`src/hw/rtl/sfe_pkg.sv`:
```
// sfe_pkg: shared types, constants and codes for the secular function evaluator
// used by every module of the block but sfe_div; no dependencies

package sfe_pkg;

   localparam int FRAC_BITS_DEF = 16;
   localparam int DATA_W        = 32;
   localparam int ACC_W         = 64;
   // divider operand widths: largest dividend is b*b or q*q (< 2^63), divisor is |a - lambda|
   localparam int DVD_W         = 63;
   localparam int DVS_W         = 32;
   localparam int CSR_IDX_W     = 1;
   localparam int CSR_DATA_W    = 32;

   localparam logic [CSR_IDX_W-1:0] CSR_SHIFT  = 1'b0;
   localparam logic [CSR_IDX_W-1:0] CSR_CORNER = 1'b1;

   typedef struct packed {
      logic [DATA_W-1:0] diag_entry;
      logic [DATA_W-1:0] spike_entry;
      logic              is_last;
   } req_data_type;

   typedef struct packed {
      logic [DATA_W-1:0] func_value;
      logic [DATA_W-1:0] first_deriv;
      logic [DATA_W-1:0] second_deriv;
      logic              pole_hit;
      logic              saturated;
   } rsp_data_type;

   typedef enum logic [3:0] {
      ST_IDLE,
      ST_MUL_BB,
      ST_DIV_T1,
      ST_WAIT_T1,
      ST_DIV_Q,
      ST_WAIT_Q,
      ST_MUL_QQ,
      ST_DIV_T3,
      ST_WAIT_T3,
      ST_ACCUM,
      ST_EMIT
   } state_type;

   typedef enum logic [1:0] {
      DIV_T1,
      DIV_Q,
      DIV_T3
   } div_op_type;

   typedef struct packed {
      logic       load_item;
      logic       mul_bb;
      logic       mul_qq;
      logic       div_start;
      div_op_type div_op;
      logic       accum;
      logic       emit;
   } cmd_type;

   typedef struct packed {
      logic pole;
      logic is_last;
      logic div_done;
      logic out_free;
   } sts_type;

endpackage

```
`src/hw/rtl/sfe_div.sv`:
```
// sfe_div: unsigned restoring divider, one quotient bit per cycle
// depends on nothing but its parameters

module sfe_div #(
   parameter int DVD_W = 63,
   parameter int DVS_W = 32
) (
   input  logic             clock,
   input  logic             reset,
   input  logic             start,
   input  logic [DVD_W-1:0] dividend,
   input  logic [DVS_W-1:0] divisor,
   output logic             done,
   output logic [DVD_W-1:0] quotient
);

   localparam int CNT_W = $clog2(DVD_W + 1);

   logic [DVS_W-1:0] rem_ff, rem_in;
   logic [DVD_W-1:0] quo_ff, quo_in;
   logic [DVS_W-1:0] dvs_ff, dvs_in;
   logic [CNT_W-1:0] cnt_ff, cnt_in;
   logic             busy_ff, busy_in;
   logic             done_ff, done_in;

   logic [DVS_W:0]   shifted;
   logic [DVS_W:0]   diff;
   logic             fits;

   assign shifted = {rem_ff, quo_ff[DVD_W-1]};
   assign diff    = shifted - {1'b0, dvs_ff};
   assign fits    = shifted >= {1'b0, dvs_ff};

   always_comb begin
      rem_in  = rem_ff;
      quo_in  = quo_ff;
      dvs_in  = dvs_ff;
      cnt_in  = cnt_ff;
      busy_in = busy_ff;
      done_in = 1'b0;
      if (start) begin
         rem_in  = '0;
         quo_in  = dividend;
         dvs_in  = divisor;
         cnt_in  = CNT_W'(DVD_W);
         busy_in = 1'b1;
      end else if (busy_ff) begin
         // remainder stays below the divisor, so it fits back in DVS_W bits
         rem_in = fits ? diff[DVS_W-1:0] : shifted[DVS_W-1:0];
         quo_in = {quo_ff[DVD_W-2:0], fits};
         cnt_in = cnt_ff - CNT_W'(1);
         if (cnt_ff == CNT_W'(1)) begin
            busy_in = 1'b0;
            done_in = 1'b1;
         end
      end
   end

   always_ff @(posedge clock) begin
      rem_ff <= rem_in;
      quo_ff <= quo_in;
      dvs_ff <= dvs_in;
      if (reset) begin
         cnt_ff  <= '0;
         busy_ff <= 1'b0;
         done_ff <= 1'b0;
      end else begin
         cnt_ff  <= cnt_in;
         busy_ff <= busy_in;
         done_ff <= done_in;
      end
   end

   assign done     = done_ff;
   assign quotient = quo_ff;

endmodule

```
`src/hw/rtl/sfe_datapath.sv`:
```
// sfe_datapath: operand registers, shared multiplier, divider, accumulators and result register
// depends on sfe_pkg and sfe_div

module sfe_datapath import sfe_pkg::*; #(
   parameter int FRAC_BITS = FRAC_BITS_DEF
) (
   input  logic                  clock,
   input  logic                  reset,
   input  req_data_type          req_data,
   input  logic                  csr_we,
   input  logic [CSR_IDX_W-1:0]  csr_index,
   input  logic [CSR_DATA_W-1:0] csr_wdata,
   input  cmd_type               cmd,
   output sts_type               sts,
   output logic                  rsp_valid,
   output rsp_data_type          rsp_data,
   input  logic                  rsp_stall
);

   localparam logic [DVD_W-1:0] Q_POS_LIM = DVD_W'((64'd1 << (DATA_W - 1)) - 64'd1);
   localparam logic [DVD_W-1:0] Q_NEG_LIM = DVD_W'(64'd1 << (DATA_W - 1));
   localparam logic [ACC_W+1:0] ONE_EXT   = (ACC_W+2)'(1) << FRAC_BITS;

   // saturating 64-bit add, returns {overflow, value}
   function automatic logic [ACC_W:0] sat_add(input logic [ACC_W-1:0] x,
                                               input logic [ACC_W-1:0] y);
      logic [ACC_W:0] s;
      s = {x[ACC_W-1], x} + {y[ACC_W-1], y};
      if (s[ACC_W] != s[ACC_W-1]) begin
         return {1'b1, s[ACC_W], {(ACC_W-1){~s[ACC_W]}}};
      end
      return {1'b0, s[ACC_W-1:0]};
   endfunction

   // clamp a wide sum to 32 bits, returns {clamped, value}
   function automatic logic [DATA_W:0] sat32(input logic [ACC_W+1:0] x);
      if (x[ACC_W+1:DATA_W-1] == '0 || x[ACC_W+1:DATA_W-1] == '1) begin
         return {1'b0, x[DATA_W-1:0]};
      end
      return {1'b1, x[ACC_W+1], {(DATA_W-1){~x[ACC_W+1]}}};
   endfunction

   logic [DATA_W-1:0] shift_ff, shift_in;
   logic [DATA_W-1:0] corner_ff, corner_in;

   logic [DVS_W-1:0]  dmag_ff, dmag_in;
   logic              dneg_ff, dneg_in;
   logic              dzero_ff, dzero_in;
   logic [DATA_W-1:0] bmag_ff, bmag_in;
   logic              bneg_ff, bneg_in;
   logic              last_ff, last_in;

   logic [2*DATA_W-1:0] prod_ff, prod_in;
   logic [DATA_W-1:0]   mul_a;
   logic [DATA_W-1:0]   qmag_ff, qmag_in;
   logic [ACC_W-1:0]    t1_ff, t1_in;
   logic [ACC_W-1:0]    t3_ff, t3_in;
   div_op_type          div_op_ff, div_op_in;

   logic [ACC_W-1:0] sum_func_ff, sum_func_in;
   logic [ACC_W-1:0] sum_first_ff, sum_first_in;
   logic [ACC_W-1:0] sum_second_ff, sum_second_in;
   logic             pole_flag_ff, pole_flag_in;
   logic             clamp_flag_ff, clamp_flag_in;

   logic         rsp_valid_ff, rsp_valid_in;
   rsp_data_type rsp_data_ff, rsp_data_in;

   logic [DATA_W:0]  d_full;
   logic [DATA_W:0]  d_neg;
   logic [DVD_W-1:0] dvd;
   logic             div_done;
   logic [DVD_W-1:0] quo;
   logic [ACC_W-1:0] quo_term;
   logic [DVD_W-1:0] q_lim;
   logic [ACC_W-1:0] t2;
   logic [ACC_W:0]   add_func, add_first, add_second;
   logic [DATA_W:0]  lam_c;
   logic [DATA_W:0]  res_func, res_first, res_second;
   logic             out_free;

   // item difference a - lambda, exact in 33 bits
   assign d_full = {req_data.diag_entry[DATA_W-1], req_data.diag_entry}
                 - {shift_ff[DATA_W-1], shift_ff};
   assign d_neg  = ~d_full + (DATA_W+1)'(1);

   assign mul_a   = cmd.mul_qq ? qmag_ff : bmag_ff;
   assign prod_in = (2*DATA_W)'(mul_a) * (2*DATA_W)'(mul_a);

   always_comb begin
      unique case (cmd.div_op)
         DIV_Q:   dvd = DVD_W'(bmag_ff) << FRAC_BITS;
         default: dvd = prod_ff[DVD_W-1:0];
      endcase
   end

   sfe_div #(
      .DVD_W (DVD_W),
      .DVS_W (DVS_W)
   ) u_sfe_div (
      .clock    (clock),
      .reset    (reset),
      .start    (cmd.div_start),
      .dividend (dvd),
      .divisor  (dmag_ff),
      .done     (div_done),
      .quotient (quo)
   );

   // quotient takes the sign of the difference (truncation toward zero)
   assign quo_term = dneg_ff ? (~{1'b0, quo} + ACC_W'(1)) : {1'b0, quo};
   assign q_lim    = (bneg_ff ^ dneg_ff) ? Q_NEG_LIM : Q_POS_LIM;
   assign t2       = prod_ff >> FRAC_BITS;

   assign add_func   = sat_add(sum_func_ff, t1_ff);
   assign add_first  = sat_add(sum_first_ff, t2);
   assign add_second = sat_add(sum_second_ff, t3_ff);

   assign lam_c      = {shift_ff[DATA_W-1], shift_ff} - {corner_ff[DATA_W-1], corner_ff};
   assign res_func   = sat32({{(ACC_W-DATA_W+1){lam_c[DATA_W]}}, lam_c}
                           + {{2{sum_func_ff[ACC_W-1]}}, sum_func_ff});
   assign res_first  = sat32(ONE_EXT + {{2{sum_first_ff[ACC_W-1]}}, sum_first_ff});
   assign res_second = sat32({sum_second_ff[ACC_W-1], sum_second_ff, 1'b0});

   assign out_free = !rsp_valid_ff || !rsp_stall;

   always_comb begin
      shift_in  = shift_ff;
      corner_in = corner_ff;
      if (csr_we) begin
         unique case (csr_index)
            CSR_SHIFT:  shift_in  = csr_wdata;
            CSR_CORNER: corner_in = csr_wdata;
            default:    ;
         endcase
      end
   end

   always_comb begin
      dmag_in  = dmag_ff;
      dneg_in  = dneg_ff;
      dzero_in = dzero_ff;
      bmag_in  = bmag_ff;
      bneg_in  = bneg_ff;
      last_in  = last_ff;
      if (cmd.load_item) begin
         dneg_in  = d_full[DATA_W];
         dzero_in = (d_full == '0);
         dmag_in  = d_full[DATA_W] ? d_neg[DVS_W-1:0] : d_full[DVS_W-1:0];
         bneg_in  = req_data.spike_entry[DATA_W-1];
         bmag_in  = req_data.spike_entry[DATA_W-1] ? (~req_data.spike_entry + DATA_W'(1))
                                                   : req_data.spike_entry;
         last_in  = req_data.is_last;
      end
   end

   always_comb begin
      t1_in         = t1_ff;
      t3_in         = t3_ff;
      qmag_in       = qmag_ff;
      div_op_in     = div_op_ff;
      sum_func_in   = sum_func_ff;
      sum_first_in  = sum_first_ff;
      sum_second_in = sum_second_ff;
      pole_flag_in  = pole_flag_ff;
      clamp_flag_in = clamp_flag_ff;
      rsp_data_in   = rsp_data_ff;
      rsp_valid_in  = rsp_valid_ff && rsp_stall;

      if (cmd.div_start) begin
         div_op_in = cmd.div_op;
      end

      if (div_done) begin
         unique case (div_op_ff)
            DIV_T1: t1_in = quo_term;
            DIV_T3: t3_in = quo_term;
            DIV_Q: begin
               if (quo > q_lim) begin
                  qmag_in       = q_lim[DATA_W-1:0];
                  clamp_flag_in = 1'b1;
               end else begin
                  qmag_in = quo[DATA_W-1:0];
               end
            end
            default: ;
         endcase
      end

      if (cmd.accum) begin
         if (dzero_ff) begin
            pole_flag_in = 1'b1;
         end else begin
            sum_func_in   = add_func[ACC_W-1:0];
            sum_first_in  = add_first[ACC_W-1:0];
            sum_second_in = add_second[ACC_W-1:0];
            clamp_flag_in = clamp_flag_ff || add_func[ACC_W] || add_first[ACC_W]
                          || add_second[ACC_W];
         end
      end

      if (cmd.emit) begin
         rsp_valid_in             = 1'b1;
         rsp_data_in.func_value   = res_func[DATA_W-1:0];
         rsp_data_in.first_deriv  = res_first[DATA_W-1:0];
         rsp_data_in.second_deriv = res_second[DATA_W-1:0];
         rsp_data_in.pole_hit     = pole_flag_ff;
         rsp_data_in.saturated    = clamp_flag_ff || res_func[DATA_W] || res_first[DATA_W]
                                  || res_second[DATA_W];
         sum_func_in   = '0;
         sum_first_in  = '0;
         sum_second_in = '0;
         pole_flag_in  = 1'b0;
         clamp_flag_in = 1'b0;
      end
   end

   always_ff @(posedge clock) begin
      dmag_ff     <= dmag_in;
      dneg_ff     <= dneg_in;
      dzero_ff    <= dzero_in;
      bmag_ff     <= bmag_in;
      bneg_ff     <= bneg_in;
      last_ff     <= last_in;
      t1_ff       <= t1_in;
      t3_ff       <= t3_in;
      qmag_ff     <= qmag_in;
      div_op_ff   <= div_op_in;
      rsp_data_ff <= rsp_data_in;
      if (cmd.mul_bb || cmd.mul_qq) begin
         prod_ff <= prod_in;
      end
      if (reset) begin
         shift_ff      <= '0;
         corner_ff     <= '0;
         sum_func_ff   <= '0;
         sum_first_ff  <= '0;
         sum_second_ff <= '0;
         pole_flag_ff  <= 1'b0;
         clamp_flag_ff <= 1'b0;
         rsp_valid_ff  <= 1'b0;
      end else begin
         shift_ff      <= shift_in;
         corner_ff     <= corner_in;
         sum_func_ff   <= sum_func_in;
         sum_first_ff  <= sum_first_in;
         sum_second_ff <= sum_second_in;
         pole_flag_ff  <= pole_flag_in;
         clamp_flag_ff <= clamp_flag_in;
         rsp_valid_ff  <= rsp_valid_in;
      end
   end

   assign sts.pole     = dzero_ff;
   assign sts.is_last  = last_ff;
   assign sts.div_done = div_done;
   assign sts.out_free = out_free;

   assign rsp_valid = rsp_valid_ff;
   assign rsp_data  = rsp_data_ff;

endmodule

```
`src/hw/rtl/sfe_ctrl.sv`:
```
// sfe_ctrl: steps one item through two multiplies, three divides and accumulate
// a pole item skips to accumulate, a last item ends in emit; depends on sfe_pkg

module sfe_ctrl import sfe_pkg::*; (
   input  logic    clock,
   input  logic    reset,
   input  logic    req_valid,
   output logic    req_stall,
   input  sts_type sts,
   output cmd_type cmd
);

   state_type state_ff, state_in;

   always_comb begin
      state_in = state_ff;
      unique case (state_ff)
         ST_IDLE:    if (req_valid) state_in = ST_MUL_BB;
         ST_MUL_BB:  state_in = sts.pole ? ST_ACCUM : ST_DIV_T1;
         ST_DIV_T1:  state_in = ST_WAIT_T1;
         ST_WAIT_T1: if (sts.div_done) state_in = ST_DIV_Q;
         ST_DIV_Q:   state_in = ST_WAIT_Q;
         ST_WAIT_Q:  if (sts.div_done) state_in = ST_MUL_QQ;
         ST_MUL_QQ:  state_in = ST_DIV_T3;
         ST_DIV_T3:  state_in = ST_WAIT_T3;
         ST_WAIT_T3: if (sts.div_done) state_in = ST_ACCUM;
         ST_ACCUM:   state_in = sts.is_last ? ST_EMIT : ST_IDLE;
         ST_EMIT:    if (sts.out_free) state_in = ST_IDLE;
         default:    state_in = ST_IDLE;
      endcase
   end

   always_comb begin
      cmd       = '0;
      cmd.div_op = DIV_T1;
      req_stall = 1'b1;
      unique case (state_ff)
         ST_IDLE: begin
            req_stall     = 1'b0;
            cmd.load_item = req_valid;
         end
         ST_MUL_BB: cmd.mul_bb = 1'b1;
         ST_DIV_T1: begin
            cmd.div_start = 1'b1;
            cmd.div_op    = DIV_T1;
         end
         ST_DIV_Q: begin
            cmd.div_start = 1'b1;
            cmd.div_op    = DIV_Q;
         end
         ST_MUL_QQ: cmd.mul_qq = 1'b1;
         ST_DIV_T3: begin
            cmd.div_start = 1'b1;
            cmd.div_op    = DIV_T3;
         end
         ST_ACCUM: cmd.accum = 1'b1;
         ST_EMIT:  cmd.emit  = sts.out_free;
         default:  ;
      endcase
   end

   always_ff @(posedge clock) begin
      if (reset) begin
         state_ff <= ST_IDLE;
      end else begin
         state_ff <= state_in;
      end
   end

endmodule

```
`src/hw/rtl/secular_function_evaluator_core.sv`:
```
// An item runs from accept to the next accept through two multiplies, three passes of
// the shared restoring divider (63-bit quotient each) and accumulate. An item whose
// diagonal entry equals the shift skips the divides and the q*q multiply. A last item
// ends in emit, which loads the result; one result beat may wait while the next item runs.
// Reset is synchronous: state, shift and corner registers, sums and flags clear, block is ready in the next cycle.
// Depends on sfe_pkg, sfe_ctrl, sfe_datapath, sfe_div.

module secular_function_evaluator_core import sfe_pkg::*; #(
   parameter int FRAC_BITS = FRAC_BITS_DEF
) (
   input  logic                  clock,
   input  logic                  reset,
   input  logic                  req_valid,
   output logic                  req_stall,
   input  req_data_type          req_data,
   output logic                  rsp_valid,
   input  logic                  rsp_stall,
   output rsp_data_type          rsp_data,
   input  logic                  csr_we,
   input  logic [CSR_IDX_W-1:0]  csr_index,
   input  logic [CSR_DATA_W-1:0] csr_wdata
);

   cmd_type cmd;
   sts_type sts;

   sfe_ctrl u_sfe_ctrl (
      .clock     (clock),
      .reset     (reset),
      .req_valid (req_valid),
      .req_stall (req_stall),
      .sts       (sts),
      .cmd       (cmd)
   );

   sfe_datapath #(
      .FRAC_BITS (FRAC_BITS)
   ) u_sfe_datapath (
      .clock     (clock),
      .reset     (reset),
      .req_data  (req_data),
      .csr_we    (csr_we),
      .csr_index (csr_index),
      .csr_wdata (csr_wdata),
      .cmd       (cmd),
      .sts       (sts),
      .rsp_valid (rsp_valid),
      .rsp_data  (rsp_data),
      .rsp_stall (rsp_stall)
   );

endmodule

```
`config.mk`:
```
export PLATFORM = sky130hd
export DESIGN_NAME = secular_function_evaluator_core
export DESIGN_NICKNAME = d
export VERILOG_FILES = /design/src/hw/rtl/sfe_pkg.sv /design/src/hw/rtl/sfe_div.sv /design/src/hw/rtl/sfe_datapath.sv /design/src/hw/rtl/sfe_ctrl.sv /design/src/hw/rtl/secular_function_evaluator_core.sv
export SDC_FILE = /design/constraint.sdc
export NUM_CORES = 2
export LEC_CHECK = 0
export ABC_AREA = 1
export BUFFER_PORTS_ARGS = -buffer_cell sky130_fd_sc_hd__buf_2
export CAP_MARGIN = 40
export CORE_ASPECT_RATIO = 1.5
export CORE_MARGIN = 1.5
export CORE_UTILIZATION = 60
export CTS_CLUSTER_SIZE = 24
export DETAILED_ROUTE_END_ITERATION = 7
export GPL_ROUTABILITY_DRIVEN = 0
export PLACE_DENSITY = 0.8
export SYNTH_ARGS = -nofsm -noshare
export SYNTH_HDL_FRONTEND = slang
export SYNTH_SLANG_ARGS = --single-unit
export TNS_END_PERCENT = 30
```
`constraint.sdc`:
```
create_clock -name clock -period 20.2 [get_ports clock]
set_clock_uncertainty 0.05 [all_clocks]
set_input_delay 2.02 -clock clock [delete_from_list [all_inputs] [get_ports clock]]
set_output_delay 2.02 -clock clock [all_outputs]
set_load 0.05 [all_outputs]
```
# Word-level counts from Yosys, hierarchy flattened
# Index checks and enable logic that the tools add are counted.
[totals] out_inout_bits=100 in_bits=103 elab_cells=171 regBits=790
[op_classes] magnitude_cmp=2 bitwise=13 add_sub_neg=12 reduce_logical=31 n_eq_ne=25 n_mul=1 muxes=55
[op_table] cell="$mux W65" count=6
[op_table] cell="$mux W33" count=6
[op_table] cell="$mux W63" count=3
[op_table] cell="$mux W32" count=5
[op_table] cell="$add A64 B64 Y65" count=2
[op_table] cell="$eq A35 B35 Y1 const B" count=3
[op_table] cell="$logic_not A35 Y1" count=3
[op_table] cell="$sub A32 B32 Y33" count=2
[op_table] cell="$add A18 B64 Y65 const A" count=1
[op_table] cell="$add A33 B64 Y65" count=1
[op_table] cell="$add A64 B49 Y65" count=1
[op_table] cell="$add A32 B1 Y32 const B" count=2
[op_table] cell="$add A64 B1 Y64 const B" count=1
[op_table] cell="$mul A32 B32 Y64" count=1
[op_table] cell="$mux W64" count=1
[op_table] cell="$not A32 Y32" count=2
[op_table] cell="$not A63 Y64" count=1
[op_table] cell="$gt A63 B63 Y1" count=1
[op_table] cell="$pmux W4 S11" count=1
[op_table] cell="$ge A33 B32 Y1" count=1
[op_table] cell="$logic_not A33 Y1" count=1
[op_table] cell="$sub A32 B32 Y32" count=1
[op_table] cell="$mux W31" count=1
[op_table] cell="$mux W4" count=7
[op_table] cell="other kinds (26)" count=85

# Logic depth before layout (Yosys ltp)
[depth] word_depth=9 ltp_mapped=39 depth_no_buf=36

# By module
# Synthesis repeated with hierarchy kept, for this count alone.
[unflattened] hier_cells=12335 area_unflattened_um2=90282.8
[by_module_without_submodules] mod="sfe_datapath" n_inst=1 area_per_inst_um2=81663.3 seq_area_each_um2=16926.2 cells_each=11128
[by_module_without_submodules] mod="sfe_div" n_inst=1 area_per_inst_um2=8191.6 seq_area_each_um2=3653.5 cells_each=1133
[by_module_without_submodules] mod="sfe_ctrl" n_inst=1 area_per_inst_um2=427.9 seq_area_each_um2=80.1 cells_each=74

# Worst setup path before layout
# Ideal clock, no wire load.
[synth_timing] path_type="reg2reg" start="register u_sfe_ctrl.state_ff[1]" end="register u_sfe_datapath.prod_ff[60], data pin" path_slack_ns=12.231 setup_ns=0.264 period_less_slack_ns=7.969 n_path_buf=4 stages_incl_launch_ff=36 arrival_ns=7.655 required_time_ns=19.886 cell_sequence="dfxtp_1 > inv_1 > nor2_1 > nand2_1 > buf_2 > buf_2 > o21ai_2 > inv_1 > clkbuf_1 > buf_2 > nor2_1 > fa_1 > ha_1 > a31o_2 > fa_1 > inv_1 > fa_1 > inv_1 > fa_1 > fa_1 > fa_1 > inv_1 > fa_1 > inv_1 > ha_1 > nand2_1 > nor2_1 > inv_1 > nor2_1 > inv_1 > nor4_1 > nand3_1 > nand3_1 > a21o_1 > a31oi_1 > xor2_1"
[synth_via] elab_chain_cells=4
[synth_rtl] element="start: declaration" line="sfe_ctrl.sv:13" text="state_type state_ff, state_in;"
[synth_rtl] element="start signal: assignment" line="sfe_ctrl.sv:66" text="state_ff <= state_in;"
[synth_rtl] element="$eq A4 B3 Y1" line="sfe_ctrl.sv:37" text="unique case (state_ff)"
[synth_rtl] element="$mux W1" line="sfe_ctrl.sv:37"
[synth_rtl] element="$mux W32" line="sfe_datapath.sv:87" text="assign mul_a = cmd.mul_qq ? qmag_ff : bmag_ff;"
[synth_rtl] element="$mul A32 B32 Y64" line="sfe_datapath.sv:88" text="assign prod_in = (2*DATA_W)'(mul_a) * (2*DATA_W)'(mul_a);"
[synth_rtl] element="via u_sfe_datapath.prod_in[60]" line="sfe_datapath.sv:53" text="logic [2*DATA_W-1:0] prod_ff, prod_in;"
[synth_rtl] element="end signal: assignment" line="sfe_datapath.sv:231" text="prod_ff <= prod_in;"
[synth_rtl] element="end: declaration" line="sfe_datapath.sv:53"
# The timed path passes the listed nets, and every way through them passes these cells.
# A chain may end at the register's enable or synchronous reset.

# Final worst setup path
[layout_timing] start="register u_sfe_ctrl.state_ff[1]" end="register u_sfe_datapath.prod_ff[45], data pin"
# The elaborated chain is that of the path after synthesis.

==> run metrics <==
status complete, but fails checks; failing checks design-rule violations; placed inst area 92,900 sq um; area grow syn2layout 6.76%; H-tree levels 3; final WL 317,000 microns; post-route cell area 95,600 sq um; row cnt between 150 and 200; worst hold slack 0.355 ns; Slew Limit Headroom between 30% and 40%; core area 148,000 sq um; Starting DRT DRC Count a little under 10,000; clk sinks 789; Core Util, Final between 60% and 70%; clk slew on worst S/H paths 0.07 ns; Most used DFF post-synth edfxtp_1; WP data arrival ~11 ns; DRC viols 42; Clock Latency Late Sink approximately 0.75 ns; Vias/cell ~6.0; Mean Syn Cell Area 7.40 sq um; initial antenna violation count 20; #FFs+latches synth 789; Post-synth EDFFs 486; worst-path fanout max 65; crit end category flip-flop; GRT Util Overall 41.4%; final setup violation count 0; clock root buffer clkbuf_16; pin count of the biggest net entering global routing 69; Die Height ~480 microns; CP max stage delay 0.62 ns; number of CTS-inserted buffers 79; met3 WL post-DR approximately 35,000 microns; Highest Signal Layer met5; Pre-antenna DRT Iters 8; Nets roughly 14,000; vias in the first global route 86,200; final global-route overflow total 0; CTS tree built; die area 152,000 sq um; HPWL reported at the end of detailed placement 249,000 microns; largest family of logic cells by synthesized area adder cells; Port Buf Inserts 202; Post-Syn Nets 13,700; Fin. Hold Viols 0; Post-CTS Setup Inserts 0; Max-Cap Viols 0; period utilisation layout between 50% and 60%; worst slew pin tran roughly 0.99 ns; fillcell total 12,600; top cells by count, synth inv_1, nand2_1, nor2_1; WP data required 20.64 ns; first-pass GRT wire length 479,000 microns; initial core utilization 60.5%; Async SR Flop Fraction 0%; Die W about 320 microns; via count 85,300; post-synthesis cell count 12,100; layout cells sized above 1 5.30%; Bufs on Longest Clock Path 3; RSZ-0062 raised after global routing no; setup tns final 0 ns; post-layout min period 10.14 ns; most frequent cell after synthesis inv_1; synthesized area 89,500 sq um; synth top area cells fa_1, edfxtp_1, inv_1; Synth top area share approximately 19%; post-synth cell types roughly 70; Resize count post-CTS 0; YS warnings 0; DR WL/cell roughly 22 microns; Post-Synth Adder-Cell Area between 20% and 30%; Post-DRT Antenna Nets 0; I/O Pins 203; worst hold path type reg2reg; metal1 wirelength 97,600 microns; post-synthesis compound-gate area fraction 11.3%; Post-Synth XOR/XNOR Area 3.33%; CP startpoint kind flip-flop; fraction of synthesized area in multiplexers 0%; slowest CP cell o21ai_1; # hold bufs at CTS 0; sequential fraction of the synthesis area 23.1%; met2 wire length ~140,000 microns; max-slew violation count 0; critical setup path kind reg2reg; cell taking the most area after synthesis fa_1; Max Freq 98.7 MHz; Post-Synth Simple-Gate Area around 22%
## path summary, 6_finish.rpt
kind | start | end | slack (ns) | cells past startpoint
worst max register to register | u_sfe_ctrl.state_ff[1] | u_sfe_datapath.prod_ff[45] | 10.06 | 33
worst min-delay path | u_sfe_datapath.dmag_ff[18] | u_sfe_datapath.u_sfe_div.dvs_ff[18] | 0.36 | 0
worst min register to register | u_sfe_datapath.dmag_ff[18] | u_sfe_datapath.u_sfe_div.dvs_ff[18] | 0.36 | 0
worst max-delay path | u_sfe_ctrl.state_ff[1] | u_sfe_datapath.prod_ff[45] | 10.06 | 33
## routing by layer
layer  global-route usage (%)  vias up
li1                         -    38200
met1                     41.9    39300
met2                     66.3     5674
met3                     12.0     2130
met4                     43.8       20
met5                    0.286        -
## placed cells by master (no fill, tap or decap), types with 28 or more instances in the layout
| cell | instances |
|---|---|
| edfxtp_1 | 486 |
| or2_2 | 80 |
| a21oi_1 | 767 |
| buf_4 | 90 |
| a21o_1 | 55 |
| xor2_1 | 241 |
| xnor2_1 | 96 |
| nand2_1 | 2431 |
| o211ai_1 | 72 |
| nor4_1 | 36 |
| buf_2 | 205 |
| nor2_1 | 1444 |
| dfxtp_1 | 302 |
| a31oi_1 | 91 |
| nand3_1 | 473 |
| o21ai_0 | 606 |
| nand3b_1 | 36 |
| nand4_1 | 100 |
| o21bai_1 | 54 |
| nor3_1 | 121 |
| inv_1 | 2559 |
| clkbuf_16 | 81 |
| fa_1 | 862 |
| ha_1 | 636 |
| o21ai_1 | 28 |
## cell type report
class	instances	area (sq um)	share of cell area, %
clock buffers	91	2090	2.19
well taps	1925	2410	2.52
inverters	2588	9720	10.2
diodes	12	30.0	0.0314
multi-input cells	8458	58100	60.8
repair buffers	311	2030	2.12
clock inverters	56	529	0.554
flip-flops and latches	789	20700	21.6
## per-stage QoR
step,cells,setup slack (ns)
2_1_floorplan,12100,12.23
3_3_place_gp,14000,10.24
3_5_place_dp,14100,10.49
4_1_cts,14200,10.47
5_1_grt,14200,9.86
6_report,14200,10.06
## sequential cells by signal (all words and copies together), names as in the netlist, 63 cells and up
register,count
u_sfe_datapath.sum_second_ff,64
u_sfe_datapath.rsp_data,98
u_sfe_datapath.prod_ff,63
u_sfe_datapath.sum_first_ff,64
u_sfe_datapath.t1_ff,64
u_sfe_datapath.sum_func_ff,64
u_sfe_datapath.u_sfe_div.quotient,63
u_sfe_datapath.t3_ff,64
## worst max-delay path: cells and delay by family (launching register included)
family          cells  cell delay, ns
buf+inv            10            1.91
simple gates        7            0.88
fa+ha+maj           9            3.90
flops               1            0.36
compound gates      7            2.73
## kinds of logic (layout without fill, tap and decap cells)
group,count (synthesis),in the layout
AO/OA/AOI/OAI,1815,1815
other,0,12
AND/OR/NAND/NOR,4806,4806
flip-flops,789,789
buffers and inverters,2851,3046
XOR/XNOR,339,339
adder cells (fa/ha/maj),1498,1498
Power is left out: the tool's default activity adds up to more than one toggle a clock period on the data nets, which glitch-free logic cannot reach.
